===== src/rtl/rrts_pkg.sv =====
`timescale 1ns / 1ps
// Shared types and codes for the round-robin thread scheduler.
// No dependencies; the core imports it.
package rrts_pkg;

    typedef enum logic [1:0] {
        MODE_CREATE = 2'd0,
        MODE_YIELD  = 2'd1,
        MODE_EXIT   = 2'd2,
        MODE_JOIN   = 2'd3
    } t_mode;

    typedef enum logic [1:0] {
        TS_FREE    = 2'd0,
        TS_ACTIVE  = 2'd1,
        TS_BLOCKED = 2'd2,
        TS_DEAD    = 2'd3
    } t_tstate;

    typedef enum logic [2:0] {
        STS_OK         = 3'd0,
        STS_NO_THREADS = 3'd1,
        STS_FULL       = 3'd2,
        STS_UNKNOWN    = 3'd3,
        STS_NONE_RUN   = 3'd4
    } t_status;

    typedef enum logic [2:0] {
        S_IDLE,
        S_CREATE2,
        S_EXIT_RD,
        S_EXIT_WAKE,
        S_JOIN_RD,
        S_SCAN,
        S_OUT
    } t_fsm;

endpackage


===== src/rtl/round_robin_thread_scheduler_core.sv =====
`timescale 1ns / 1ps
// Round-robin thread scheduler core: thread table in two synchronous memories
// and a sequencer that reads, updates and writes them back. Depends on rrts_pkg.
//
// Usage:
// - Input channel (i_valid / o_stall): one beat is one event, i_mode selects
//   create, yield, exit or join; i_target_id matters only for join. A beat is
//   taken while the sequencer is idle; o_stall stays high while an event is
//   being worked on.
// - Output channel (o_valid / i_stall): one beat per event carrying status,
//   the running id after the event, the id given by a create and a flag that
//   the running thread changed.
// - Yield and exit walk the thread states one entry per cycle through the state
//   memory read port; create, join and rejected events need no walk. One event
//   is in flight at a time.
// - The result waits in an output register; the next event is taken while it
//   waits, and only its own result is held back until the receiver drops
//   i_stall.
// - Reset: empty table, running id 1, next id 1. Table entries beyond the
//   next free id are never read, so the memories need no clearing pass.
module round_robin_thread_scheduler_core #(
    parameter int MAX_THREADS = 16,
    localparam int ID_W = $clog2(MAX_THREADS + 1)
) (
    input  logic            i_clk,
    input  logic            i_rst_n,
    input  logic            i_valid,
    output logic            o_stall,
    input  logic [1:0]      i_mode,
    input  logic [ID_W-1:0] i_target_id,
    output logic            o_valid,
    input  logic            i_stall,
    output logic [2:0]      o_status,
    output logic [ID_W-1:0] o_running_id,
    output logic [ID_W-1:0] o_new_id,
    output logic            o_switched
);
    import rrts_pkg::*;

    localparam int CNT_W = $clog2(MAX_THREADS + 2);
    localparam int IDX_W = $clog2(MAX_THREADS);
    localparam logic [CNT_W-1:0] MAX_C = CNT_W'(MAX_THREADS);
    localparam logic FIRST_FULL = (MAX_THREADS < 2);

    function automatic logic [IDX_W-1:0] to_idx(input logic [ID_W-1:0] id);
        logic [ID_W-1:0] t;
        t = id - ID_W'(1);
        return t[IDX_W-1:0];
    endfunction

    // Thread table.
    t_tstate         r_st_mem [MAX_THREADS];
    logic [ID_W-1:0] r_jn_mem [MAX_THREADS];
    t_tstate         r_st_rd;
    logic [ID_W-1:0] r_jn_rd;

    logic            st_we, st_re, jn_we, jn_re;
    logic [IDX_W-1:0] st_waddr, st_raddr, jn_waddr, jn_raddr;
    t_tstate         st_wdata;
    logic [ID_W-1:0] jn_wdata;

    // Sequencer state.
    t_fsm             r_state, n_state;
    t_mode            r_mode, n_mode;
    logic [ID_W-1:0]  r_target, n_target;
    logic [ID_W-1:0]  r_running, n_running;
    logic [ID_W-1:0]  r_before, n_before;
    logic [CNT_W-1:0] r_next_free, n_next_free;
    t_status          r_status, n_status;
    logic [ID_W-1:0]  r_new_id, n_new_id;
    logic [ID_W-1:0]  r_cand, n_cand;
    logic [ID_W-1:0]  r_left, n_left;
    logic             r_chk_vld, n_chk_vld;
    logic [ID_W-1:0]  r_chk_id, n_chk_id;

    logic             r_out_vld, n_out_vld;
    t_status          r_out_status, n_out_status;
    logic [ID_W-1:0]  r_out_running, n_out_running;
    logic [ID_W-1:0]  r_out_new_id, n_out_new_id;
    logic             r_out_switched, n_out_switched;

    logic [CNT_W-1:0] last_c;
    logic [ID_W-1:0]  last_id;
    logic             run_valid, tgt_valid, full;
    logic [ID_W-1:0]  scan_start, scan_first, cand_wrap;

    assign last_c  = r_next_free - CNT_W'(1);
    assign last_id = last_c[ID_W-1:0];
    assign run_valid = (r_running != '0) && (r_running <= last_id);
    assign tgt_valid = (i_target_id != '0) && (i_target_id <= last_id);
    assign full = (r_next_free == CNT_W'(1)) ? FIRST_FULL : (r_next_free > MAX_C);

    // The walk starts after the running thread, or after the last id when
    // there is no valid running thread, so that it begins at id 1.
    assign scan_start = run_valid ? r_running : last_id;
    assign scan_first = (scan_start >= last_id) ? ID_W'(1) : scan_start + ID_W'(1);
    assign cand_wrap  = (r_cand >= last_id) ? ID_W'(1) : r_cand + ID_W'(1);

    assign o_stall      = (r_state != S_IDLE);
    assign o_valid      = r_out_vld;
    assign o_status     = r_out_status;
    assign o_running_id = r_out_running;
    assign o_new_id     = r_out_new_id;
    assign o_switched   = r_out_switched;

    always_comb begin
        n_state        = r_state;
        n_mode         = r_mode;
        n_target       = r_target;
        n_running      = r_running;
        n_before       = r_before;
        n_next_free    = r_next_free;
        n_status       = r_status;
        n_new_id       = r_new_id;
        n_cand         = r_cand;
        n_left         = r_left;
        n_chk_vld      = r_chk_vld;
        n_chk_id       = r_chk_id;
        n_out_vld      = r_out_vld && i_stall;
        n_out_status   = r_out_status;
        n_out_running  = r_out_running;
        n_out_new_id   = r_out_new_id;
        n_out_switched = r_out_switched;
        st_we    = 1'b0;
        st_waddr = '0;
        st_wdata = TS_ACTIVE;
        st_re    = 1'b0;
        st_raddr = '0;
        jn_we    = 1'b0;
        jn_waddr = '0;
        jn_wdata = '0;
        jn_re    = 1'b0;
        jn_raddr = '0;

        case (r_state)
            S_IDLE: begin
                if (i_valid) begin
                    n_mode   = t_mode'(i_mode);
                    n_target = i_target_id;
                    n_before = r_running;
                    n_status = STS_OK;
                    n_new_id = '0;
                    n_state  = S_OUT;
                    if (t_mode'(i_mode) == MODE_CREATE) begin
                        if (full) begin
                            n_status = STS_FULL;
                        end else if (r_next_free == CNT_W'(1)) begin
                            // The first create registers the main thread as id 1.
                            st_we       = 1'b1;
                            st_waddr    = '0;
                            jn_we       = 1'b1;
                            jn_waddr    = '0;
                            n_next_free = CNT_W'(2);
                            n_state     = S_CREATE2;
                        end else begin
                            st_we       = 1'b1;
                            st_waddr    = to_idx(r_next_free[ID_W-1:0]);
                            jn_we       = 1'b1;
                            jn_waddr    = to_idx(r_next_free[ID_W-1:0]);
                            n_new_id    = r_next_free[ID_W-1:0];
                            n_next_free = r_next_free + CNT_W'(1);
                        end
                    end else if (r_next_free == CNT_W'(1)) begin
                        n_status = STS_NO_THREADS;
                    end else if (t_mode'(i_mode) == MODE_YIELD) begin
                        n_cand    = scan_first;
                        n_left    = last_id;
                        n_chk_vld = 1'b0;
                        n_state   = S_SCAN;
                    end else if (!run_valid) begin
                        n_status = STS_NONE_RUN;
                    end else if (t_mode'(i_mode) == MODE_EXIT) begin
                        jn_re    = 1'b1;
                        jn_raddr = to_idx(r_running);
                        n_state  = S_EXIT_RD;
                    end else if (!tgt_valid || i_target_id == r_running) begin
                        n_status = STS_UNKNOWN;
                    end else begin
                        st_re    = 1'b1;
                        st_raddr = to_idx(i_target_id);
                        n_state  = S_JOIN_RD;
                    end
                end
            end
            S_CREATE2: begin
                st_we       = 1'b1;
                st_waddr    = IDX_W'(1);
                jn_we       = 1'b1;
                jn_waddr    = IDX_W'(1);
                n_new_id    = ID_W'(2);
                n_next_free = CNT_W'(3);
                n_state     = S_OUT;
            end
            S_EXIT_RD: begin
                st_we    = 1'b1;
                st_waddr = to_idx(r_running);
                st_wdata = TS_DEAD;
                jn_we    = 1'b1;
                jn_waddr = to_idx(r_running);
                jn_wdata = '0;
                n_state  = S_EXIT_WAKE;
            end
            S_EXIT_WAKE: begin
                // r_jn_rd still holds the joiner of the exiting thread.
                if (r_jn_rd != '0 && r_jn_rd <= last_id) begin
                    st_we    = 1'b1;
                    st_waddr = to_idx(r_jn_rd);
                    st_wdata = TS_ACTIVE;
                end
                n_cand    = scan_first;
                n_left    = last_id;
                n_chk_vld = 1'b0;
                n_state   = S_SCAN;
            end
            S_JOIN_RD: begin
                if (r_st_rd == TS_ACTIVE) begin
                    st_we     = 1'b1;
                    st_waddr  = to_idx(r_running);
                    st_wdata  = TS_BLOCKED;
                    jn_we     = 1'b1;
                    jn_waddr  = to_idx(r_target);
                    jn_wdata  = r_running;
                    n_running = r_target;
                end
                n_state = S_OUT;
            end
            S_SCAN: begin
                // One state read is issued per cycle; the candidate issued in
                // the previous cycle is checked against the returned data.
                if (r_chk_vld && r_st_rd == TS_ACTIVE) begin
                    n_running = r_chk_id;
                    n_chk_vld = 1'b0;
                    n_state   = S_OUT;
                end else if (r_left == '0 && !r_chk_vld) begin
                    n_status = STS_NONE_RUN;
                    if (r_mode == MODE_EXIT) begin
                        n_running = '0;
                    end
                    n_state = S_OUT;
                end else if (r_left != '0) begin
                    st_re     = 1'b1;
                    st_raddr  = to_idx(r_cand);
                    n_chk_vld = 1'b1;
                    n_chk_id  = r_cand;
                    n_cand    = cand_wrap;
                    n_left    = r_left - ID_W'(1);
                end else begin
                    n_chk_vld = 1'b0;
                end
            end
            S_OUT: begin
                if (!r_out_vld || !i_stall) begin
                    n_out_vld      = 1'b1;
                    n_out_status   = r_status;
                    n_out_running  = r_running;
                    n_out_new_id   = r_new_id;
                    n_out_switched = (r_running != r_before);
                    n_state        = S_IDLE;
                end
            end
            default: begin
                n_state = S_IDLE;
            end
        endcase
    end

    always_ff @(posedge i_clk) begin
        if (!i_rst_n) begin
            r_state     <= S_IDLE;
            r_running   <= ID_W'(1);
            r_next_free <= CNT_W'(1);
            r_chk_vld   <= 1'b0;
            r_out_vld   <= 1'b0;
        end else begin
            r_state     <= n_state;
            r_running   <= n_running;
            r_next_free <= n_next_free;
            r_chk_vld   <= n_chk_vld;
            r_out_vld   <= n_out_vld;
        end
    end

    always_ff @(posedge i_clk) begin
        r_mode         <= n_mode;
        r_target       <= n_target;
        r_before       <= n_before;
        r_status       <= n_status;
        r_new_id       <= n_new_id;
        r_cand         <= n_cand;
        r_left         <= n_left;
        r_chk_id       <= n_chk_id;
        r_out_status   <= n_out_status;
        r_out_running  <= n_out_running;
        r_out_new_id   <= n_out_new_id;
        r_out_switched <= n_out_switched;
    end

    always_ff @(posedge i_clk) begin
        if (st_we) begin
            r_st_mem[st_waddr] <= st_wdata;
        end
        if (st_re) begin
            r_st_rd <= r_st_mem[st_raddr];
        end
    end

    always_ff @(posedge i_clk) begin
        if (jn_we) begin
            r_jn_mem[jn_waddr] <= jn_wdata;
        end
        if (jn_re) begin
            r_jn_rd <= r_jn_mem[jn_raddr];
        end
    end

    // Ids are handed out in order and never beyond the table size.
    a_next_free_range: assert property (@(posedge i_clk) disable iff (!i_rst_n)
        (r_next_free != '0) && (r_next_free <= MAX_C + CNT_W'(1)))
        else $error("next free id out of range");

    // The walk never has more candidates left than there are threads.
    a_scan_bound: assert property (@(posedge i_clk) disable iff (!i_rst_n)
        (r_state == S_SCAN) |-> (r_left <= last_id))
        else $error("scan count exceeds thread count");

    // A finished event reaches the output register at the next edge.
    a_out_load: assert property (@(posedge i_clk) disable iff (!i_rst_n)
        (r_state == S_OUT && (!r_out_vld || !i_stall)) |=> (o_valid && r_state == S_IDLE))
        else $error("result not loaded into output register");

    // A later create extends the id range by exactly one.
    a_create_step: assert property (@(posedge i_clk) disable iff (!i_rst_n)
        (r_state == S_IDLE && i_valid && i_mode == MODE_CREATE && !full
            && r_next_free != CNT_W'(1))
        |=> (r_next_free == $past(r_next_free) + CNT_W'(1)))
        else $error("create did not advance the next free id");

endmodule


===== config.mk =====
export PLATFORM = sky130hd
export DESIGN_NAME = round_robin_thread_scheduler_core
export DESIGN_NICKNAME = d
export VERILOG_FILES = /design/src/rtl/rrts_pkg.sv /design/src/rtl/round_robin_thread_scheduler_core.sv
export SDC_FILE = /design/constraint.sdc
export NUM_CORES = 1
export LEC_CHECK = 0
export BUFFER_PORTS_ARGS = -buffer_cell sky130_fd_sc_hd__clkbuf_2
export CAP_MARGIN = 20
export CORE_MARGIN = 8
export CORE_UTILIZATION = 62
export CTS_CLUSTER_DIAMETER = 200
export DETAILED_ROUTE_END_ITERATION = 12
export GPL_ROUTABILITY_DRIVEN = 1
export PLACE_DENSITY = 0.79
export SYNTH_ARGS = -nofsm -noshare
export SYNTH_HDL_FRONTEND = slang
export SYNTH_SLANG_ARGS = --single-unit

===== constraint.sdc =====
create_clock -name i_clk -period 4.6 [get_ports i_clk]
set_input_delay 0 -clock i_clk [delete_from_list [all_inputs] [get_ports i_clk]]
set_output_delay 0 -clock i_clk [all_outputs]
set_load 0.05 [all_outputs]

=== Word level (Yosys, flattened, before mapping) ===
Memories as Yosys holds them, arrays and structs flattened. A register that Yosys moved wholly into a read port is not among the register bits.
Index checks and enable logic that the tools add are counted.
W data, S select, Z words.

* Add/subtract/negate cells: 10
* $lt $le $gt $ge: 6
* Equal/unequal tests: 28
* Muxes and demuxes: 128
* Bitwise logic cells: 2
* Reduce and logical (&&, ||, !) cells: 36

{| class="wikitable"
|+ Operators by type and width
! operator !! number
|-
| $mux W5 || 31
|-
| $mux W4 || 24
|-
| $mux W3 || 18
|-
| $mux W1 || 35
|-
| $pmux W5 S2 || 3
|-
| $pmux W5 S3 || 2
|-
| $ne A2 B2 Y1 const B || 12
|-
| $pmux W4 S5 || 1
|-
| $reduce_bool A5 Y1 || 4
|-
| $sub A4 B1 Y4 const B || 5
|-
| $pmux W3 S6 || 1
|-
| $pmux W4 S4 || 1
|-
| $reduce_and A4 Y1 || 4
|-
| $add A5 B1 Y5 const B || 3
|-
| $le A5 B5 Y1 || 3
|-
| $ge A5 B5 Y1 || 2
|-
| $mux W2 || 5
|-
| $sub A5 B1 Y5 const B || 2
|-
| $eq A3 B3 Y1 const B || 3
|-
| $ne A3 B3 Y1 const B || 3
|-
| $pmux W4 S2 || 1
|-
| $reduce_and A8 Y1 || 1
|-
| $eq A3 B2 Y1 const B || 2
|-
| $logic_and A1 B1 Y1 || 6
|-
| other kinds (24) || 38
|}

* Flip-flop bits (word level): 64
* RAM bits: 112
* Input port bits: 11
* Output and inout port bits: 16
* Word-level logic and storage cells: 229
* Memories: 2

{| class="wikitable"
|+ Memories
! name !! words !! bits a word !! rd ports !! clocked after Yosys merged registers in !! wr ports !! RTL line !! source
|-
| r_jn_mem || 16 || 5 || 1 || 1 || 1 || round_robin_thread_scheduler_core.sv:53 || <nowiki>logic [ID_W-1:0] r_jn_mem [MAX_THREADS];</nowiki>
|-
| r_st_mem || 16 || 2 || 1 || 1 || 1 || round_robin_thread_scheduler_core.sv:52 || <nowiki>t_tstate r_st_mem [MAX_THREADS];</nowiki>
|}

=== Depth between registers and ports, before layout ===
Gate-level depths: netlist (run 1).

* Depth after elaboration: 13
* Gate-level depth with buffers: 21
* Mapped depth without buffers: 20

=== Least setup slack after synthesis (run 1) ===
OpenSTA, ideal clock, no wires.

* Kind: flip-flop to flip-flop
* Start: reg r_next_free[0]
* End: reg r_cand[0], data pin
* Library setup time: 0.277 ns
* Arrival time: 3.837 ns
* Required time: 4.323 ns
* Slack: 0.486 ns
* Cell stages (with the launch flop): 21
* Path buffers: 1
* Clock period less this slack: 4.114 ns
* Path through: dfxtp_1 inv_1 ha_1 xor2_1 inv_1 ha_1 and3_1 a21oi_1 maj3_2 o21ai_2 and2_1 buf_2 a21oi_1 inv_1 ha_1 nand2b_1 a21o_1 a21oi_1 o21ai_0 nand3_1 a32oi_1

* Cells in the longest elaborated chain, start to end: 11
* Elaborated cells on any way between the ends: 17
* Classes of those cells: 2 x add/sub; 3 x order compare; 11 x mux; 1 x reduce/logical

{| class="wikitable"
|+ Ends and longest elaborated chain
! what !! RTL line !! source
|-
| from (decl) || round_robin_thread_scheduler_core.sv:68 || <nowiki>logic [CNT_W-1:0] r_next_free, n_next_free;</nowiki>
|-
| from (signal assigned) || round_robin_thread_scheduler_core.sv:277 || <nowiki>r_next_free <= n_next_free;</nowiki>
|-
| $sub A5 B1 Y5 * || - ||
|-
| $le A5 B5 Y1 || round_robin_thread_scheduler_core.sv:89 || <nowiki>assign run_valid = (r_running != '0) && (r_running <= last_id);</nowiki>
|-
| $logic_and A1 B1 Y1 || round_robin_thread_scheduler_core.sv:89 ||
|-
| $mux W5 || round_robin_thread_scheduler_core.sv:95 || <nowiki>assign scan_start = run_valid ? r_running : last_id;</nowiki>
|-
| $add A5 B1 Y5 or $ge A5 B5 Y1 (tied branches) || round_robin_thread_scheduler_core.sv:96 || <nowiki>assign scan_first = (scan_start >= last_id) ? ID_W'(1) : scan_start + ID_W'(1);</nowiki>
|-
| $mux W5 || round_robin_thread_scheduler_core.sv:96 ||
|-
| $mux W5 || round_robin_thread_scheduler_core.sv:165 || <nowiki>end else if (t_mode'(i_mode) == MODE_YIELD) begin</nowiki>
|-
| $mux W5 || round_robin_thread_scheduler_core.sv:163 || <nowiki>end else if (r_next_free == CNT_W'(1)) begin</nowiki>
|-
| $mux W5 || round_robin_thread_scheduler_core.sv:144 || <nowiki>if (t_mode'(i_mode) == MODE_CREATE) begin</nowiki>
|-
| $mux W5 || round_robin_thread_scheduler_core.sv:137 || <nowiki>if (i_valid) begin</nowiki>
|-
| $pmux W5 S3 * || round_robin_thread_scheduler_core.sv:135 || <nowiki>case (r_state)</nowiki>
|-
| named net n_cand[0] || round_robin_thread_scheduler_core.sv:71 || <nowiki>logic [ID_W-1:0] r_cand, n_cand;</nowiki>
|-
| to (signal assigned) || round_robin_thread_scheduler_core.sv:289 || <nowiki>r_cand <= n_cand;</nowiki>
|-
| to (decl) || round_robin_thread_scheduler_core.sv:71 ||
|}

The timed path passes the listed nets; every way through them passes the cells marked *. The select of a mux whose other input is x is not followed.
A chain may end at the register's enable or synchronous reset.

=== Worst setup path after layout (run 1) ===
* Start: reg r_next_free[1]
* End: reg r_cand[2], data pin

The elaborated chain is that of the path after synthesis.

==> out/results.ini, run 1 <==
[logic_synthesis]
avgSynthCellArea_um2=12.2
synth_cell_type_count=73
yosys_warnings=0
async_reset_ff_frac=0
syn_nets=783
synthCells=743
ys_seq_area_frac=0.588
synth_edf_count=168
netlist_area_um2=9090
synthFlopType=edfxtp_1
ys_ff_latch=183

[sta]
holdWs_ps=54.4
final_max_slew_viol_count=0
maxSlewHeadroom=0.338
finalHoldViolCount=0
fmaxAchievable_mhz=235
fin_crit_sh=0.927
setup_viol=0
fin_crit_ps=4260
worst_pin_slew_ps=990
skew_ps=17.5

[route]
wl_met2_mm=10.2
drc=0
ant_nets=0
drt-total-wl_mm=20.3
drtPass1Iterations=5
drt-vias-per-instance=6.35
vias=6208
routedWlPerCell_um=20.7
met3_length_mm=1.51
route.top_layer_used=met4
drt_iter0_markers=606
m1WireLength_mm=7.99

[pwr]
power.density_nw_per_um2=465
power.total_mw=4.66
p_leak_nw=3.79
ir_worst_vdd_v=0.000313

[die]
placeableCoreArea_um2=14400
die_y_um=137
start_util=0.630
dieArea_um2=18800
ios=27
rows=44
die_w_um=137

[grt]
grt_usage=0.222
grt_antenna_before_repair=0
first_global_vias=6275
grt_pass1_wl_mm=32.0
grt_start_max_net_pins=29
grt.overflow.total=0

[job]
drv_cap=0

[worst_setup_path]
cp.required_ps=4860
critical_path_class=flop to flop
r2r-start=r_next_free[1]$_SDFFE_PN0P_
crit_path_start_kind=flop
rr_endpoint=r_cand[2]$_DFFE_PP_
worstSetupEndpointType=flop
ff2ff_setup_slack_ps=340
cp.arrival_ps=4520
crit_path_max_fanout=10
reg2reg_depth=18

[cts]
h-tree-depth=4
cts_sinks=183
cts_made_buffers=17
clock_path_buffers=2
clock_latency_ps=440
cts_tree=yes
cts-root-buf=clkbuf_16
path_clk_slew_ps=70
post_cts_buffers=0

[final_layout]
drive_above_1_share=0.137
final_common_cell=edfxtp_1
fin_nets=821
diodes=0
fillers=982
area.growth.synth_to_final_pct=10.3
layout_common_cells=edfxtp_1, nor2_1, nand2_1

[min_path]
hold_path.class=input port to flop
hold_start=i_valid
worstHoldPathCells=5
min_to=r_state[2]$_SDFFE_PN0P_

[place]
gp_congestion=0.958
place_hpwl_mm=14.1
io_buffers=26

[outcome]
status=complete, no violations

[report_power, final]
group          internal, mW  switching [mW]
combinational         0.446           0.748
sequential             1.99          0.0961
clock                 0.746           0.628
[per-layer routing]
| metal | vias to the layer above | track usage |
|---|---|---|
| li1 | 2843 | - |
| met1 | 3008 | 0.262 |
| met2 | 299 | 0.387 |
| met3 | 58 | 0.0474 |
| met4 | 0 | 0.0899 |
| met5 | - | 0 |
[Yosys cell counts, drive strengths merged, types with 3 or more instances]
master,count,area [um^2]
a221oi,4,35.0
o32a,4,65.1
dfxtp,15,300
o22ai,6,37.5
and2,5,32.5
nand2,55,206
nor3b,5,42.5
o211a,7,70.1
o221a,3,33.8
a21boi,3,22.5
a21o,3,22.5
nor2b,10,70.1
edfxtp,168,5040
a21oi,37,185
clkbuf,21,123
mux2,11,124
nand3,20,100
ha,29,363
or4,3,22.5
nor3,25,136
xor2,12,105
o2111ai,4,35.0
o221ai,4,35.0
a22oi,10,75.1
nor2,71,267
or2,3,18.8
o21ai,25,129
o31ai,7,52.6
inv,36,135
and4,3,26.3
o21a,3,22.5
buf,9,65.1
o211ai,8,60.1
nand3b,5,37.5
maj3,4,41.3
and3,7,43.8
xnor2,25,226
mux2i,36,360
nand2b,14,92.6
[cell type report]
class,count,area [um^2],area share
inverters,37,139,0.0139
clock buffers,17,425,0.0424
clock inverters,15,125,0.0125
well taps,184,230,0.0230
repair buffers,49,325,0.0325
flip-flops and latches,183,5350,0.533
multi-input cells,493,3430,0.343
[what timing repair did]
action,4_1_cts,5_1_grt
endpoints found under the hold margin,13,0
endpoints found under the setup margin,0,5
resized for setup,0,5
hold buffers,9,0
[worst max-delay path, cell delays in order (launching register included)]
cell	delay (ps)
dfxtp_1	450
inv_1	120
ha_1	240
xor2_2	240
inv_1	100
ha_1	320
a21oi_1	170
a21oi_1	90
maj3_2	340
o21ai_2	230
and2_4	260
mux2i_2	300
ha_1	280
a21o_1	150
a21oi_1	200
o21ai_0	110
nand3_1	200
nand2_1	90
o21ai_0	210
[how the worst max path moves through the flow]
stage                                 from                   to  cells past startpoint  slack, ps
2_1_floorplan  r_next_free[0]$_SDFFE_PN1P_  r_cand[0]$_DFFE_PP_                     20        490
3_3_place_gp   r_next_free[1]$_SDFFE_PN0P_  r_cand[0]$_DFFE_PP_                     19        400
3_5_place_dp   r_next_free[1]$_SDFFE_PN0P_  r_cand[2]$_DFFE_PP_                     20        150
4_1_cts        r_next_free[1]$_SDFFE_PN0P_  r_cand[2]$_DFFE_PP_                     20        130
5_1_grt        r_next_free[1]$_SDFFE_PN0P_  r_cand[2]$_DFFE_PP_                     20         -7
6_report       r_next_free[1]$_SDFFE_PN0P_  r_cand[2]$_DFFE_PP_                     18        340
[kinds of logic after synthesis]
kind of cell	after synthesis	synth area share
simple gates	238	0.131
compound gates	137	0.108
flops	183	0.588
buf+inv	67	0.0359
mux	48	0.0558
fa+ha+maj	33	0.0445
xor+xnor	37	0.0365
[stage by stage]
step / instances / setup TNS, ps / utilization / worst slack (ps) / cell area, um^2
2_1_floorplan: 743 / 0 / - / 486 / 9090
3_3_place_gp: 936 / 0 / 0.649 / 401 / 9360
3_5_place_dp: 937 / 0 / 0.649 / 155 / 9370
4_1_cts: 978 / 0 / 0.694 / 128 / 10000
5_1_grt: 978 / -7.31 / 0.695 / -7.31 / 10000
6_report: 978 / 0 / 0.695 / 338 / 10000
[state kept, by name (all words and copies together), names as in the netlist]
name	flops
r_chk_id	5
o_new_id	5
r_mode	2
o_running_id	5
r_left	5
r_jn_rd	5
r_target	5
r_jn_mem	80
r_st_rd	2
o_valid	1
r_state	3
r_new_id	5
o_switched	1
r_status	3
r_next_free	5
r_chk_vld	1
o_status	3
r_running	5
r_before	5
r_st_mem	32
r_cand	5
Power figures use the tool's default switching activity.
==> run 2: changes to the inputs <==
Settings changed: CORE_ASPECT_RATIO set to 1.1.
==> run 2 against run 1 <==
Sequential power is essentially flat. Setup slack lost 28 ps. Via count shrank 0.16%. Non-clock buffer count grew 2. Critical endpoint unchanged. Register-to-register slack lost 30 ps. Clock skew shrank 9.3 ps. Maximum frequency shrank 0.65%. First-iteration DRC count grew 17%. Worst hold slack gained 3.0 ps. Highest routed layer unchanged. Total power is essentially flat. Final cell count grew 0.92%. Die area is essentially flat.
==> out/results.ini, run 2 (synthesized netlist as in run 1, its figures left out) <==
[route]
drt-total-wl_mm=20.5  ; +0.87%
ant_nets=0  ; unchanged
drc=0  ; unchanged
routedWlPerCell_um=20.7  ; about the same
drt_iter0_markers=710  ; +17%
drt-vias-per-instance=6.28  ; -1.1%
drtPass1Iterations=5  ; unchanged
vias=6198  ; -0.16%

[final_layout]
regMostFlops=r_jn_mem
drive_above_1_share=0.140  ; +0.00234
finalInstanceArea_um2=10000  ; +0.17%
largest_reg_flops=80  ; unchanged
layout_common_cells=edfxtp_1, nor2_1, nand2_1
stdcell_count=987  ; +0.92%
area.growth.synth_to_final_pct=10.5
fin_nets=823  ; +0.24%
diodes=0  ; unchanged
final_common_cell=edfxtp_1
reg_top3=r_jn_mem (80), r_st_mem (32)

[cts]
path_clk_slew_ps=70  ; about the same
cts-root-buf=clkbuf_16
cts_tree=yes
cts_sinks=183  ; unchanged
cts_made_buffers=17  ; unchanged
clock_latency_ps=440  ; about the same
clock_path_buffers=2  ; unchanged
post_cts_buffers=0  ; unchanged
h-tree-depth=4  ; unchanged

[grt]
grt_util_met2=0.380  ; -0.00730
grt_antenna_before_repair=0  ; unchanged
first_global_vias=6173  ; -1.6%
grt_start_max_net_pins=36  ; +24%
met3_usage=0.0481  ; +0.000781
busiest_layer=met2
use_met1=0.264  ; +0.00260
grt_pass1_wl_mm=32.6  ; +1.9%
grt.overflow.total=0  ; unchanged
grt_usage=0.223  ; +0.000985

[worst_setup_path]
critical_path_class=flop to flop
cp.arrival_ps=4570  ; +50 ps
crit_path_max_fanout=10  ; unchanged
crit_path_start_kind=flop
worstSetupEndpointType=flop
cp.required_ps=4880  ; +20 ps

[sta]
maxSlewHeadroom=0.294  ; -0.0437
tns_ps=0  ; unchanged
setup_viol=0  ; unchanged
holdWs_ps=57.4  ; +3.00 ps
fin_crit_ps=4290  ; +28.0 ps
worst_pin_slew_ps=1060  ; +65.2 ps
grt_setup_unrepaired=no
finalHoldViolCount=0  ; unchanged
fmaxAchievable_mhz=233  ; -0.65%
final_max_slew_viol_count=0  ; unchanged
fin_crit_sh=0.933  ; +0.00608
skew_ps=8.29  ; -9.26 ps

[die]
die_w_um=131  ; -4.1%
dieArea_um2=18800  ; about the same
die_y_um=143  ; +4.3%
rows=46  ; +4.5%
start_util=0.632  ; +0.00153
ios=27  ; unchanged
placeableCoreArea_um2=14400  ; -0.24%

[pwr]
ir_worst_vdd_v=0.000258  ; -17%
power.density_nw_per_um2=464  ; -0.18%
power.total_mw=4.66  ; about the same
p_leak_nw=3.79  ; about the same

[place]
io_buffers=26  ; unchanged
post_dp_cell_area_um2=9390  ; +0.27%
place_hpwl_mm=14.2  ; +0.75%
gp_congestion=1.02  ; +6.5%
dp.cells=947  ; +1.1%

[min_path]
hold_path.class=input port to flop

[outcome]
status=complete, no violations

[job]
drv_cap=0  ; unchanged

## run 2: metrics by stage
step / setup WS [ps] / utilization
4_1_cts: 145 / 0.697
2_1_floorplan: 486 / -
6_report: 310 / 0.698
5_1_grt: 43.1 / 0.698
3_3_place_gp: 444 / 0.652
3_5_place_dp: 172 / 0.653
## run 2: critical path: stages, from the launching register on
cell,delay (ps)
dfxtp_2,400
inv_1,100
ha_1,210
xor2_1,280
inv_1,100
ha_1,310
and3_1,200
a21oi_1,160
maj3_2,260
o21ai_2,90
and2_2,290
a21oi_2,250
inv_1,70
ha_1,280
nand2b_1,160
a21o_1,170
a21oi_1,190
o21ai_0,120
nand3_1,190
nand2_1,90
o21ai_0,210
## run 2: layout make-up
cell class                      instances  area [um^2]
Sequential cell                       183         5350
Clock buffer                           19          433
Tap cell                              192          240
Multi-Input combinational cell        493         3430
Clock inverter                         12          118
Timing Repair Buffer                   51          340
Inverter                               37          139
Fill cell                            1031         4350
## run 2: per-layer routing
layer	up-vias	routed length, um
li1	2846	-
met1	2973	8070
met2	318	10200
met5	-	0
met4	0	761
met3	61	1480
## run 2: final timing paths
| kind | cells after the start | slack [ps] | startpoint | endpoint |
|---|---|---|---|---|
| min reg2reg | 0 | 420 | r_status[2]$_SDFFCE_PP1P_ | o_status[2]$_DFFE_PP_ |
| max | 20 | 310 | r_next_free[1]$_SDFFE_PN0P_ | r_cand[2]$_DFFE_PP_ |
| min | 5 | 60 | i_valid | r_state[2]$_SDFFE_PN0P_ |
| max reg2reg | 20 | 310 | r_next_free[1]$_SDFFE_PN0P_ | r_cand[2]$_DFFE_PP_ |
## run 2: repair_timing
action / in CTS / in global routing
hold buffers: 9 / 0
hold endpoints to repair: 14 / 0
setup endpoints to repair: 0 / 5
gates resized for setup: 0 / 4
## run 2: power by group
part	internal (mW)	switching [mW]
Combinational	0.447	0.768
Sequential	1.99	0.0791
Clock	0.751	0.618
